==> config.mk <==
export PLATFORM = sky130hd
export DESIGN_NAME = stft_ctrl
export DESIGN_NICKNAME = d
export VERILOG_FILES = /design/src/hdl/stft_pkg.sv /design/src/hdl/stft_ctrl.sv
export SDC_FILE = /design/constraint.sdc
export NUM_CORES = 1
export LEC_CHECK = 0
export BUFFER_PORTS_ARGS = -buffer_cell sky130_fd_sc_hd__buf_2
export CAP_MARGIN = 20
export CORE_MARGIN = 1
export CORE_UTILIZATION = 58
export CTS_CLUSTER_DIAMETER = 80
export DETAILED_ROUTE_END_ITERATION = 16
export PLACE_DENSITY = 0.78
export RECOVER_POWER = 50
export SLEW_MARGIN = 20
export SYNTH_ARGS = -nofsm -noshare
export SYNTH_HDL_FRONTEND = slang
export SYNTH_SLANG_ARGS = --single-unit
==> constraint.sdc <==
create_clock -name clk -period 3.2 [get_ports clk]
set_input_delay 0.64 -clock clk [delete_from_list [all_inputs] [get_ports clk]]
set_output_delay 0.64 -clock clk [all_outputs]
set_load 0.01 [all_outputs]
==> src/hdl/stft_pkg.sv <==
`timescale 1ns / 1ps

package stft_pkg;

  localparam int FFT_N      = 64;
  localparam int HALF_N     = FFT_N / 2;
  localparam int N_W        = $clog2(FFT_N);
  localparam int SAMPLE_W   = 16;
  localparam int WIN_W      = 17;
  localparam int TW_W       = 17;
  localparam int WORK_W     = SAMPLE_W + WIN_W;
  localparam int PROD_W     = WORK_W + TW_W;
  localparam int ACC_W      = PROD_W + N_W;
  localparam int RND_SHIFT  = 28;
  localparam int RND_W      = 24;
  localparam int SQ_W       = 2 * RND_W;
  localparam int SQRT_STEPS = SQ_W / 2;
  localparam int STEP_W     = $clog2(SQRT_STEPS);
  localparam int MAG_W      = 21;
  localparam int BIN_W      = 6;
  localparam int FRAME_W    = 16;
  localparam int CNT_W      = 16;

  localparam longint unsigned PI_HALF_Q30 = 64'd1686629713;
  localparam longint          Q30_ONE     = 64'sd1073741824;

  typedef logic signed [TW_W-1:0] tw_t;
  typedef tw_t [FFT_N-1:0]        tw_tab_t;
  typedef logic [WIN_W-1:0]       win_t;
  typedef win_t [FFT_N-1:0]       win_tab_t;

  typedef struct packed {
    logic               push;
    logic               clear;
    logic               win_en;
    logic               mac_en;
    logic               mac_clr;
    logic               rnd_en;
    logic               sq_en;
    logic               sqrt_init;
    logic               sqrt_en;
    logic               out_load;
    logic [N_W-1:0]     n;
    logic [N_W-1:0]     k;
    logic [FRAME_W-1:0] frame;
  } stft_cmd_t;

  typedef struct packed {
    logic out_free;
  } stft_status_t;

  // cos or sin of 2*pi*m/FFT_N in Q30: Taylor series on the quadrant remainder
  function automatic longint unit_q30(input int m, input bit want_sin);
    longint unsigned four, q, r, x, x2, tc, ts;
    longint c, s, co, si;
    four = longint'(4 * m);
    q = four / FFT_N;
    r = four - q * FFT_N;
    x = (r * PI_HALF_Q30 + FFT_N / 2) / FFT_N;
    x2 = (x * x + (64'd1 << 29)) >> 30;
    c = Q30_ONE;
    s = longint'(x);
    tc = Q30_ONE;
    ts = x;
    // ten terms: divide by (2k-1)*2k for cos and 2k*(2k+1) for sin
    tc = tc * x2 / 64'd2;   ts = ts * x2 / 64'd6;
    c = c - longint'(tc);   s = s - longint'(ts);
    tc = tc * x2 / 64'd12;  ts = ts * x2 / 64'd20;
    c = c + longint'(tc);   s = s + longint'(ts);
    tc = tc * x2 / 64'd30;  ts = ts * x2 / 64'd42;
    c = c - longint'(tc);   s = s - longint'(ts);
    tc = tc * x2 / 64'd56;  ts = ts * x2 / 64'd72;
    c = c + longint'(tc);   s = s + longint'(ts);
    tc = tc * x2 / 64'd90;  ts = ts * x2 / 64'd110;
    c = c - longint'(tc);   s = s - longint'(ts);
    tc = tc * x2 / 64'd132; ts = ts * x2 / 64'd156;
    c = c + longint'(tc);   s = s + longint'(ts);
    tc = tc * x2 / 64'd182; ts = ts * x2 / 64'd210;
    c = c - longint'(tc);   s = s - longint'(ts);
    tc = tc * x2 / 64'd240; ts = ts * x2 / 64'd272;
    c = c + longint'(tc);   s = s + longint'(ts);
    tc = tc * x2 / 64'd306; ts = ts * x2 / 64'd342;
    c = c - longint'(tc);   s = s - longint'(ts);
    tc = tc * x2 / 64'd380; ts = ts * x2 / 64'd420;
    c = c + longint'(tc);   s = s + longint'(ts);
    if (c > Q30_ONE) c = Q30_ONE;
    if (c < -Q30_ONE) c = -Q30_ONE;
    if (s > Q30_ONE) s = Q30_ONE;
    if (s < -Q30_ONE) s = -Q30_ONE;
    case (q[1:0])
      2'd0:    begin co = c;  si = s;  end
      2'd1:    begin co = -s; si = c;  end
      2'd2:    begin co = -c; si = -s; end
      default: begin co = s;  si = -c; end
    endcase
    return want_sin ? si : co;
  endfunction

  function automatic longint q30_to_q15(input longint v);
    if (v < 0) return -((-v + 16384) >> 15);
    return (v + 16384) >> 15;
  endfunction

  function automatic tw_tab_t build_cos();
    tw_tab_t t;
    for (int m = 0; m < FFT_N; m++) t[m] = tw_t'(q30_to_q15(unit_q30(m, 1'b0)));
    return t;
  endfunction

  function automatic tw_tab_t build_sin();
    tw_tab_t t;
    for (int m = 0; m < FFT_N; m++) t[m] = tw_t'(q30_to_q15(unit_q30(m, 1'b1)));
    return t;
  endfunction

  function automatic win_tab_t build_win();
    win_tab_t t;
    for (int m = 0; m < FFT_N; m++) t[m] = win_t'((Q30_ONE - unit_q30(m, 1'b0) + 32768) >> 16);
    return t;
  endfunction

  localparam tw_tab_t  COS_T = build_cos();
  localparam tw_tab_t  SIN_T = build_sin();
  localparam win_tab_t WIN_T = build_win();

endpackage

==> src/hdl/stft_ctrl.sv <==
`timescale 1ns / 1ps

module stft_ctrl import stft_pkg::*; #(
  parameter int HOP_SIZE = 16
) (
  input  logic         clk,
  input  logic         rst_n,
  input  logic         in_valid,
  input  logic         in_last,
  output logic         in_ready,
  output stft_cmd_t    cmd,
  input  stft_status_t status
);

  typedef enum logic [3:0] {
    S_IDLE, S_WIN, S_WIN_DRAIN, S_MAC, S_MAC_DRAIN, S_RND, S_SQ, S_SQRT_INIT, S_SQRT, S_OUT
  } state_t;

  localparam logic [CNT_W-1:0]  HALF_CNT = CNT_W'(HALF_N);
  localparam logic [CNT_W-1:0]  WRAP_CNT = CNT_W'(HALF_N + HOP_SIZE);
  localparam logic [N_W-1:0]    N_LAST   = N_W'(FFT_N - 1);
  localparam logic [N_W-1:0]    K_LAST   = N_W'(HALF_N);
  localparam logic [STEP_W-1:0] SQ_LAST  = STEP_W'(SQRT_STEPS - 1);

  state_t             state_r;
  logic [N_W-1:0]     n_r, k_r;
  logic [STEP_W-1:0]  step_r;
  logic [CNT_W-1:0]   item_cnt_r;
  logic [FRAME_W-1:0] frame_r;
  logic               last_pend_r;

  logic               push, frame_go, finish;
  logic [CNT_W-1:0]   cnt_inc, cnt_nxt;

  assign in_ready = (state_r == S_IDLE);
  assign push     = in_valid && in_ready;
  assign cnt_inc  = item_cnt_r + 1'b1;
  assign cnt_nxt  = (cnt_inc == WRAP_CNT) ? HALF_CNT : cnt_inc;
  assign frame_go = push && (cnt_nxt == HALF_CNT);
  assign finish   = (state_r == S_OUT) && status.out_free && (k_r == K_LAST);

  always_comb begin
    cmd           = '0;
    cmd.n         = n_r;
    cmd.k         = k_r;
    cmd.frame     = frame_r;
    cmd.push      = push;
    cmd.clear     = (push && in_last && !frame_go) || (finish && last_pend_r);
    cmd.win_en    = (state_r == S_WIN);
    cmd.mac_en    = (state_r == S_MAC);
    cmd.mac_clr   = (state_r == S_MAC) && (n_r == '0);
    cmd.rnd_en    = (state_r == S_RND);
    cmd.sq_en     = (state_r == S_SQ);
    cmd.sqrt_init = (state_r == S_SQRT_INIT);
    cmd.sqrt_en   = (state_r == S_SQRT);
    cmd.out_load  = (state_r == S_OUT) && status.out_free;
  end

  always_ff @(posedge clk) begin
    if (!rst_n) begin
      state_r     <= S_IDLE;
      n_r         <= '0;
      k_r         <= '0;
      step_r      <= '0;
      item_cnt_r  <= '0;
      frame_r     <= '0;
      last_pend_r <= 1'b0;
    end else begin
      case (state_r)
        S_IDLE: begin
          if (push) begin
            item_cnt_r <= cnt_nxt;
            if (frame_go) begin
              state_r     <= S_WIN;
              n_r         <= '0;
              last_pend_r <= in_last;
            end else if (in_last) begin
              item_cnt_r <= '0;
              frame_r    <= '0;
            end
          end
        end
        S_WIN: begin
          n_r <= n_r + 1'b1;
          if (n_r == N_LAST) state_r <= S_WIN_DRAIN;
        end
        S_WIN_DRAIN: begin
          state_r <= S_MAC;
          k_r     <= '0;
          n_r     <= '0;
        end
        S_MAC: begin
          n_r <= n_r + 1'b1;
          if (n_r == N_LAST) begin
            state_r <= S_MAC_DRAIN;
            step_r  <= '0;
          end
        end
        S_MAC_DRAIN: begin
          // wait for the product and accumulate stages to empty
          step_r <= step_r + 1'b1;
          if (step_r == STEP_W'(1)) state_r <= S_RND;
        end
        S_RND: state_r <= S_SQ;
        S_SQ: state_r <= S_SQRT_INIT;
        S_SQRT_INIT: begin
          state_r <= S_SQRT;
          step_r  <= '0;
        end
        S_SQRT: begin
          step_r <= step_r + 1'b1;
          if (step_r == SQ_LAST) state_r <= S_OUT;
        end
        S_OUT: begin
          if (status.out_free) begin
            if (k_r == K_LAST) begin
              state_r <= S_IDLE;
              if (last_pend_r) begin
                item_cnt_r <= '0;
                frame_r    <= '0;
              end else begin
                frame_r <= frame_r + 1'b1;
              end
            end else begin
              k_r     <= k_r + 1'b1;
              state_r <= S_MAC;
            end
          end
        end
        default: state_r <= S_IDLE;
      endcase
    end
  end

  a_frame_start: assert property (@(posedge clk) disable iff (!rst_n)
    frame_go |=> state_r == S_WIN && n_r == '0)
    else $error("frame not started");

  a_cnt_range: assert property (@(posedge clk) disable iff (!rst_n)
    state_r == S_IDLE |-> item_cnt_r < WRAP_CNT)
    else $error("item count out of range");

  a_last_clears: assert property (@(posedge clk) disable iff (!rst_n)
    finish && last_pend_r |=> item_cnt_r == '0 && frame_r == '0)
    else $error("counters not cleared after last word");

endmodule

Word-level counts from Yosys, hierarchy flattened --
Index checks and enable logic that the tools add are counted.
Word-level totals: output and inout port bits 39, word-level logic and storage cells 96, flip-flop bits (word level) 54, input bits 5
Operators by class: multiplexer cells 32, equality and inequality tests 27, $add $sub $neg 5, reduce and logical (&&, ||, !) cells 25
Operator list (number):
- $mux 16 | 13
- $pmux 16 s2 | 2
- $pmux 4 s10 | 1
- $add 16x1->16 const B | 2
- $eq 16x6->1 const B | 2
- $mux 4 | 7
- $mux 6 | 4
- $pmux 6 s3 | 1
- $eq 4x3->1 const B | 4
- $pmux 5 s3 | 1
- $add 6x1->6 const B | 2
- $eq 6x6->1 const B | 2
- $ne 2x1->1 const B | 6
- $ne 2x2->1 const B | 6
- $pmux 6 s2 | 1
- $reduce_and 3->1 | 3
- $eq 4x2->1 const B | 2
- $eq 4x4->1 const B | 2
- $logic_and 1x1->1 | 8
- $reduce_and 7->1 | 1
- $logic_not 6->1 | 1
- $reduce_and 6->1 | 1
- $reduce_bool 3->1 | 2
- $add 5x1->5 const B | 1
- 12 further kinds | 14

Logic depth before layout (Yosys ltp) --
Gate-level depths: netlist of the first run.
word-level depth 8, depth in mapped cells 10

Least setup slack after synthesis of the first run --
No wires, ideal clock.
path type register to output, from reg item_cnt_r[0], to out cmd[36] in the netlist's numbering, cell stages (with the launch flop) 8, data arrival time 2.174 ns, slack 0.386 ns, buffers on the path 0, cell sequence dfxtp_1 -> ha_1 -> nand3_1 -> or3_1 -> a22o_1 -> or4_4 -> o21ai_2 -> o21ai_0
RTL lines:
- start, declared | RTL line stft_ctrl.sv:28 | logic [CNT_W-1:0] item_cnt_r;
- start signal, assigned | RTL line stft_ctrl.sv:72 | item_cnt_r <= cnt_nxt;
- end, declared | RTL line stft_ctrl.sv:11 | output stft_cmd_t cmd,

==> results of run 1 <==
==> routing by layer <==
metal | up-vias | global-route usage, % | wire, um
li1 | 1654 | - | -
met5 | - | 0 | 0
met3 | 10 | 4.76 | 433
met4 | 0 | 9.62 | 95
met1 | 1529 | 35.4 | 3690
met2 | 109 | 43.8 | 3760
==> what timing repair did <==
action                     4_1_cts  5_1_grt
setup endpoints to repair        1        1
setup buffers                    4        4
pin swaps                        3        6
resized for setup                9       10
hold endpoints to repair         0        0
==> per-stage QoR <==
| step | setup TNS (ns) | instances | hold WS [ns] | power, mW | util [%] |
|---|---|---|---|---|---|
| 2_1_floorplan | 0 | 422 | 0.464 | 0.731 | - |
| 3_3_place_gp | 0 | 526 | 0.472 | 0.749 | 65.2 |
| 3_5_place_dp | 0 | 526 | 0.481 | 0.749 | 65.2 |
| 4_1_cts | 0 | 538 | 0.498 | 1.14 | 67.9 |
| 5_1_grt | -0.0238 | 542 | 0.532 | 1.17 | 68.2 |
| 6_report | 0 | 542 | 0.507 | 1.13 | 68.2 |
==> kinds of logic after synthesis <==
logic type                 after synthesis
AOI/OAI and AO/OA                      119
muxes                                    5
xor gates and xnor gates                14
adders and majority gates                9
and+or+nand+nor                        183
buffers and inverters                   38
DFF                                     54
==> flip-flops by register name, summed over array words and instances (netlist names) <==
name         flops
item_cnt_r      16
step_r           5
n_r              6
k_r              6
state_r          4
last_pend_r      1
frame_r         16
==> worst paths after layout <==
path / slack (ns) / to / start / cells past startpoint
worst min register to register: 0.51 / frame_r[15]$_SDFFE_PN0P_ / frame_r[15]$_SDFFE_PN0P_ / 1
worst min-delay path: 0.51 / frame_r[15]$_SDFFE_PN0P_ / frame_r[15]$_SDFFE_PN0P_ / 1
worst max register to register: 0.35 / item_cnt_r[0]$_SDFFE_PN0P_ / item_cnt_r[0]$_SDFFE_PN0P_ / 10
worst max-delay path: 0.07 / cmd[36] / item_cnt_r[0]$_SDFFE_PN0P_ / 9
==> synth_stat cells, types with 3 or more instances <==
library cell / instances / area (sq um)
dfxtp_1: 54 / 1080
nand2_1: 50 / 188
nor2_1: 38 / 143
a31oi_1: 25 / 156
a21oi_1: 21 / 105
nand3_1: 20 / 100
o21ai_0: 18 / 90.1
nor3_1: 17 / 85.1
clkbuf_1: 15 / 56.3
inv_1: 14 / 52.6
and3_1: 12 / 75.1
ha_1: 9 / 113
nand4_1: 8 / 50.1
xor2_1: 8 / 70.1
or3_1: 6 / 37.5
xnor2_1: 6 / 52.6
a211oi_1: 5 / 37.5
a21o_1: 5 / 37.5
a221oi_1: 4 / 35.0
buf_4: 4 / 30.0
mux2i_1: 4 / 40.0
nand2b_1: 4 / 25.0
o21a_1: 4 / 30.0
a21boi_0: 3 / 22.5
and4_1: 3 / 26.3
buf_2: 3 / 15.0
nor2b_1: 3 / 18.8
nor4_1: 3 / 18.8
o211ai_1: 3 / 22.5
o31a_1: 3 / 26.3
o31ai_1: 3 / 22.5
or2_2: 3 / 18.8
==> where the power goes <==
| group | internal (mW) | switching [mW] |
|---|---|---|
| combinational | 0.0191 | 0.0407 |
| clock | 0.154 | 0.240 |
| sequential | 0.674 | 0.00374 |
| total | 0.847 | 0.284 |
==> worst max-delay path, stage by stage (launching register included) <==
cell,delay (ns)
dfxtp_2,0.37
ha_4,0.15
buf_6,0.09
and3_4,0.19
nand4_1,0.18
mux2i_2,0.22
or4_4,0.58
o21ai_4,0.19
o21ai_2,0.08
buf_2,0.14
==> final cells by class <==
type | instances | area [sq um]
clock buffer | 5 | 68.8
clock inverter | 3 | 21.3
fill | 490 | 1740
inverter | 14 | 52.6
multi-input combinational | 330 | 2080
sequential | 54 | 1090
tap | 72 | 90.1
timing repair buffer | 64 | 330
==> metrics, run 1 <==
# diodes 0; Pre-Repair DR Iteration Count 5; Primary FF master, synth dfxtp_1; vias 3,302; Crit path required time 2.56 ns; placed inst area 3570 sq um; status complete, no violations; most frequent cells in the layout nand2_1, dfxtp_1, nor2_1, clkbuf_1, a31oi_1; initial antenna violation count 0; final hold viol count 0; Post-synth EDFFs 0; CTS tree built; final wirelength 7980 um; core area 5470 sq um; Yosys Warn Count 0; Max Cap Violations 0; grt total ovfl 0; worst min path class register to register; area growth from synthesis to layout 13.8%; crit path max fanout 3; minimum clock period after layout 3.13 ns; largest family of logic cells by synthesized area simple AND/OR/NAND/NOR gates; synthesized flop and latch total 54; Setup WS pre-CTS 0.227 ns; PortBufs 43; mapped cell area 3280 sq um; largest net degree at the start of global routing 22; routed length per instance 14.7 um; Synth Area in XOR/XNOR 3.73%; Slew HR around 53%; crit share post-route a little over nine tenths; CTS root buffer clkbuf_8; number of core rows 27; DR iter-0 viols 266; fmax 320 MHz; Synth Area in Adders 3.43%; fin nets 483; clock sink count 54; number of distinct library cells after synthesis 65; first-pass GRT wire length 13,100 um; Vias/cell 6.09; clock buffer depth 2; die footprint 5970 sq um; asr flop ratio synth 0%; Peak VDD IR approximately 0.17 mV; DRC errors left 0; global-route total usage across every layer 26.9%; Die Width 77.2 um; layout cell share with drive strength beyond 1 ~15%; number of buffers created by CTS 5; vias in the first global route approximately 2,800; startpoint types register; kind of critical path register to output pin; Final setup viols 0; post-synthesis sequential area ratio 32.9%; syn_nets 436; Pwr per Cell Area 303 nW/um^2; hpwl dp 5600 um; final worst slack 0.0720 ns; Clk Latency, worst-skew pair 0.32 ns; Synth Area in Simple Gates between 20% and 30%; Pleak about 1.4 nW; skew final 0.00838 ns; io pins 44; max-slew violations 0; Final Cell Area 3730 sq um; Mapped Cells 422; Worst-path clk slew 0.10 ns; GP Congestion 0.913; die height just under 80 um; Worst Path Arrival 2.49 ns; Worst Tran Pin Value 0.711 ns; Starting Density approximately 60%; commonest non-fill, non-tap cell in the layout nand2_1; Worst setup EP type output pin; total number of H-tree levels 2; CTS Hold Bufs 0; multiplexer share of the synthesized area 1.56%; RSZ-0062 raised after global routing yes; post-route ant nets 0; Compound-Gate Fraction of Synth Area 24.7%; mean area per synthesized cell 7.78 sq um
Note: power is estimated with default switching activity, not from simulation.
==> run 2: changes to the inputs <==
--- a/config.mk
+++ b/config.mk
@@ -8,10 +8,10 @@
 export BUFFER_PORTS_ARGS = -buffer_cell sky130_fd_sc_hd__buf_2
 export CAP_MARGIN = 20
 export CORE_MARGIN = 1
-export CORE_UTILIZATION = 58
+export CORE_UTILIZATION = 52
 export CTS_CLUSTER_DIAMETER = 80
 export DETAILED_ROUTE_END_ITERATION = 16
-export PLACE_DENSITY = 0.78
+export PLACE_DENSITY = 0.74
 export RECOVER_POWER = 50
 export SLEW_MARGIN = 20
 export SYNTH_ARGS = -nofsm -noshare
==> constraint.sdc (replaced) <==
create_clock -name clk -period 2.6 [get_ports clk]
set_input_delay 0.52 -clock clk [delete_from_list [all_inputs] [get_ports clk]]
set_output_delay 0.52 -clock clk [all_outputs]
set_load 0.01 [all_outputs]
==> metrics, run 2 (synthesized netlist as in run 1, its figures left out) <==
Setup crit start item_cnt_r[0]$_SDFFE_PN0P_; Final Cell Area 4040 sq um; worst hold start frame_r[15]$_SDFFE_PN0P_; Starting Density between 50% and 60%; vias in the first global route just over 3,000; Die Width 81.5 um; CTS tree built; number of buffers created by CTS 5; total number of H-tree levels 2; maximum single-stage delay on the critical path approximately 0.5 ns; R2R Path Start item_cnt_r[0]$_SDFFE_PN0P_; die height around 81 um; Vias/cell 5.98; PortBufs 43; kind of critical path register to output pin; setup TNS -2.47 ns; hpwl dp 6120 um; clock sink count 54; Max Cap Violations 0; worst min path class register to register; initial antenna violation count 0; startpoint types register; largest net degree at the start of global routing 20; area growth from synthesis to layout 23.1%; fin nets 515; first-pass GRT wire length around 14,000 um; crit path max fanout 3; most frequent cells in the layout dfxtp_1, nand2_1, buf_4, nor2_1, clkbuf_1; Pre-Repair DR Iteration Count 4; io pins 44; max-slew violations 0; Clk Latency, worst-skew pair 0.31 ns; Final Non-Filler Cells 576; core area between 5000 and 6000 sq um; fmax 345 MHz; Regs by FF count frame_r x16, item_cnt_r x16; worst-path cell chain ha_4 -> nand3_2 -> or3_4 -> a22o_1 -> or4_4 -> o21ai_4 -> o21ai_2 -> buf_2; crit share post-route 112%; Pleak ~1.6 nW; final hold viol count 0; global-route total usage across every layer about a quarter; crit path buf inv count 1; Slew HR between 50% and 60%; DRC errors left 0; layout cell share with drive strength beyond 1 20.2%; number of core rows 28; # diodes 0; Final setup viols 22; vias approximately 3,400; R2R setup slack -0.17 ns; Worst-path clk slew around 0.1 ns; DR iter-0 viols 186; failing checks setup timing; grt total ovfl 0; CTS Hold Bufs 0; Pwr per Cell Area 368 nW/um^2; total power 1.49 mW; Placed Cells 561; clock buffer depth 2; Worst Path Arrival 2.38 ns; post-route ant nets 0; RSZ-0062 raised after global routing yes; GP Congestion roughly 0.85; minimum clock period after layout 2.90 ns; Worst setup EP type output pin; skew final 0.00867 ns; placed inst area between 3000 and 4000 sq um; Worst Tran Pin Value around 0.67 ns; commonest non-fill, non-tap cell in the layout dfxtp_1; Peak VDD IR 0.331 mV; final wirelength 8580 um; cell family with most CP delay simple AND/OR/NAND/NOR gates; Crit path required time 2.08 ns; status finished, violations left; die footprint 6640 sq um; CTS root buffer clkbuf_8; routed length per instance around 15 um; final worst slack -0.301 ns; Worst path slowest cell or4_4
run 2: changes by cell type in the layout (fill, tap and decap cells not counted), moves of 3 or more:
| cell | previous run | this run |
|---|---|---|
| buf_4 | 18 | 50 |
| clkbuf_1 | 33 | 28 |
| dfxtp_1 | 46 | 51 |
| dfxtp_2 | 7 | 3 |
| buf_2 | 12 | 15 |
| nor3_1 | 17 | 14 |
| nor3_2 | 1 | 4 |
run 2: path summary, 6_finish.rpt:
kind / end / depth (start not counted)
worst max-delay path: cmd[36] / 8
worst min-delay path: frame_r[15]$_SDFFE_PN0P_ / 1
worst max register to register: frame_r[2]$_SDFFE_PN0P_ / 11
worst min register to register: frame_r[15]$_SDFFE_PN0P_ / 1
run 2: final cells by class:
cell class,instances,area (sq um)
clock buffer,5,68.8
timing repair buffer,96,607
sequential,54,1080
clock inverter,2,38.8
tap,75,93.8
fill,523,1950
multi-input combinational,330,2090
inverter,14,52.6
run 2: timing repair:
action / CTS / global route
gates resized for setup: 5 / 7
buffers inserted: 5 / 3
pin swaps: 5 / 6
endpoints found under the setup margin: 11 / 32
run 2: power breakdown:
group	internal, mW	total (mW)	switching [mW]
Clock	0.284	0.570	0.286
Combinational	0.0297	0.0829	0.0531
Sequential	0.830	0.834	0.00426
run 2: per-layer routing:
metal	global-route usage [%]	wire length [um]	up-vias
met5	0	0	-
li1	-	-	1713
met3	4.44	391	13
met2	44.7	4110	94
met1	34.3	3990	1622
met4	8.39	93	0
run 2: through the flow:
step / hold WS [ns] / setup slack, ns / utilization (%)
5_1_grt: 0.521 / -0.402 / 67.4
6_report: 0.485 / -0.301 / 67.4
3_3_place_gp: 0.465 / -0.0547 / 64.2
2_1_floorplan: 0.464 / 0.0147 / -
3_5_place_dp: 0.470 / -0.0713 / 64.2
4_1_cts: 0.489 / -0.317 / 67.1
==> run 3: changes to the inputs <==
--- a/config.mk
+++ b/config.mk
@@ -11,9 +11,11 @@
 export CORE_UTILIZATION = 52
 export CTS_CLUSTER_DIAMETER = 80
 export DETAILED_ROUTE_END_ITERATION = 16
+export MAX_ROUTING_LAYER = met4
 export PLACE_DENSITY = 0.74
 export RECOVER_POWER = 50
 export SLEW_MARGIN = 20
 export SYNTH_ARGS = -nofsm -noshare
 export SYNTH_HDL_FRONTEND = slang
 export SYNTH_SLANG_ARGS = --single-unit
+export TNS_END_PERCENT = 5
==> metrics, run 3 (synthesized netlist as in run 1, its figures left out) <==
Pwr per Cell Area 370 nW/um^2; M1 wire length ~3900 um; die footprint ~6600 sq um; startpoint types register; DRC errors left 0; number of buffers created by CTS 5; Worst setup EP type output pin; GP Congestion 0.866; highest routed layer met4; Clk Latency, worst-skew pair between 0.3 and 0.4 ns; hpwl dp between 6000 and 7000 um; Pre-Repair DR Iteration Count 4; Max Cap Violations 0; global-route total usage across every layer 27.2%; post-route ant nets 0; CTS tree built; CTS root buffer clkbuf_8; Met3 Wirelength ~410 um; vias in the first global route 3,060; clock sink count 54; DR iter-0 viols 213; Hold Slack roughly 0.49 ns; area growth from synthesis to layout 22.5%; Peak VDD IR 0.332 mV; io pins 44; Die Width 81.5 um; Final Cell Area about 4000 sq um; total number of H-tree levels 2; most frequent cells in the layout dfxtp_1, nand2_1, buf_4, nor2_1, clkbuf_1; CTS Hold Bufs 0; final worst slack -0.306 ns; commonest non-fill, non-tap cell in the layout dfxtp_1; number of core rows 28; fmax 344 MHz; core area 5990 sq um; Vias/cell 6.03; first-pass GRT wire length 13,800 um; Regs by FF count frame_r x16, item_cnt_r x16; Final setup viols 13; clock buffer depth 2; vias 3,462; Slew HR 54.9%; # diodes 0; layout cell share with drive strength beyond 1 between 10% and 20%; placed inst area 3840 sq um; crit path max fanout 3; worst min path class register to register; max-slew violations 0; status finished, violations left; final hold viol count 0; RSZ-0062 raised after global routing yes; PortBufs 43; failing checks setup timing; Worst-path clk slew ~0.1 ns; area of the multi-input gates 2090 sq um; final wirelength 8540 um; crit share post-route 112%; Worst Tran Pin Value 0.671 ns; die height 81.5 um; largest net degree at the start of global routing 20; metal2 WL 4140 um; fin nets 513; grt total ovfl 0; Crit path required time 2.08 ns; kind of critical path register to output pin; Pleak 1.56 nW; Fillers around 530; Reg area 1080 sq um; Starting Density 54.8%; initial antenna violation count 0; skew final 0.00673 ns; routed length per instance 14.9 um; Worst Path Arrival 2.39 ns; minimum clock period after layout 2.91 ns
-- run 3: cell count changes in the layout (fill, tap and decap cells not counted) --
| cell | before | now |
|---|---|---|
| buf_4 | 50 | 49 |
| buf_6 | 1 | 0 |
-- run 3: critical path, stage by stage, from the launching register on --
cell	delay (ns)
dfxtp_2	0.37
ha_4	0.15
nand3_2	0.08
or3_4	0.38
a22o_1	0.21
or4_4	0.51
o21ai_4	0.17
o21ai_2	0.07
buf_2	0.14
-- run 3: layout make-up --
class | count | share of cell area [%]
well taps | 75 | 2.33
clock inverters | 2 | 0.965
clock buffers | 5 | 1.71
multi-input cells | 330 | 52.1
flip-flops and latches | 54 | 27.0
repair buffers | 94 | 14.6
inverters | 14 | 1.31
-- run 3: per-layer routing --
layer / global-route usage [%] / vias to the layer above
met5: - / -
met3: 4.11 / 15
met4: 7.86 / 0
met2: 44.8 / 99
li1: - / 1716
met1: 34.4 / 1632
-- run 3: final timing paths --
path / slack, ns / cells past startpoint / to / from
hold reg to reg: 0.49 / 1 / frame_r[15]$_SDFFE_PN0P_ / frame_r[15]$_SDFFE_PN0P_
setup / recovery: -0.31 / 8 / cmd[36] / item_cnt_r[0]$_SDFFE_PN0P_
setup reg to reg: -0.09 / 10 / frame_r[2]$_SDFFE_PN0P_ / item_cnt_r[0]$_SDFFE_PN0P_
hold / removal: 0.49 / 1 / frame_r[15]$_SDFFE_PN0P_ / frame_r[15]$_SDFFE_PN0P_
-- run 3: what timing repair did --
action | CTS | global route
setup buffers | 4 | 2
gates cloned | 0 | 0
pin swaps | 5 | 4
endpoints found under the setup margin | 11 | 32
gates resized for setup | 5 | 6
-- run 3: metrics by stage --
step / utilization [%] / setup TNS (ns) / instances / total power [mW] / worst slack (ns)
after floorplan: - / 0 / 422 / 0.900 / 0.0147
after global placement: 64.2 / -0.0823 / 561 / 0.929 / -0.0547
after global routing: 67.1 / -3.54 / 574 / 1.53 / -0.389
after detailed placement: 64.2 / -0.154 / 561 / 0.931 / -0.0713
after CTS: 67.0 / -1.12 / 572 / 1.49 / -0.317
final: 67.1 / -0.921 / 574 / 1.49 / -0.306
-- run 3: power breakdown --
part | leakage, nW | switching, mW | internal [mW]
Clock | 0.0542 | 0.288 | 0.284
Combinational | 1.07 | 0.0528 | 0.0297
Sequential | 0.436 | 0.00426 | 0.830
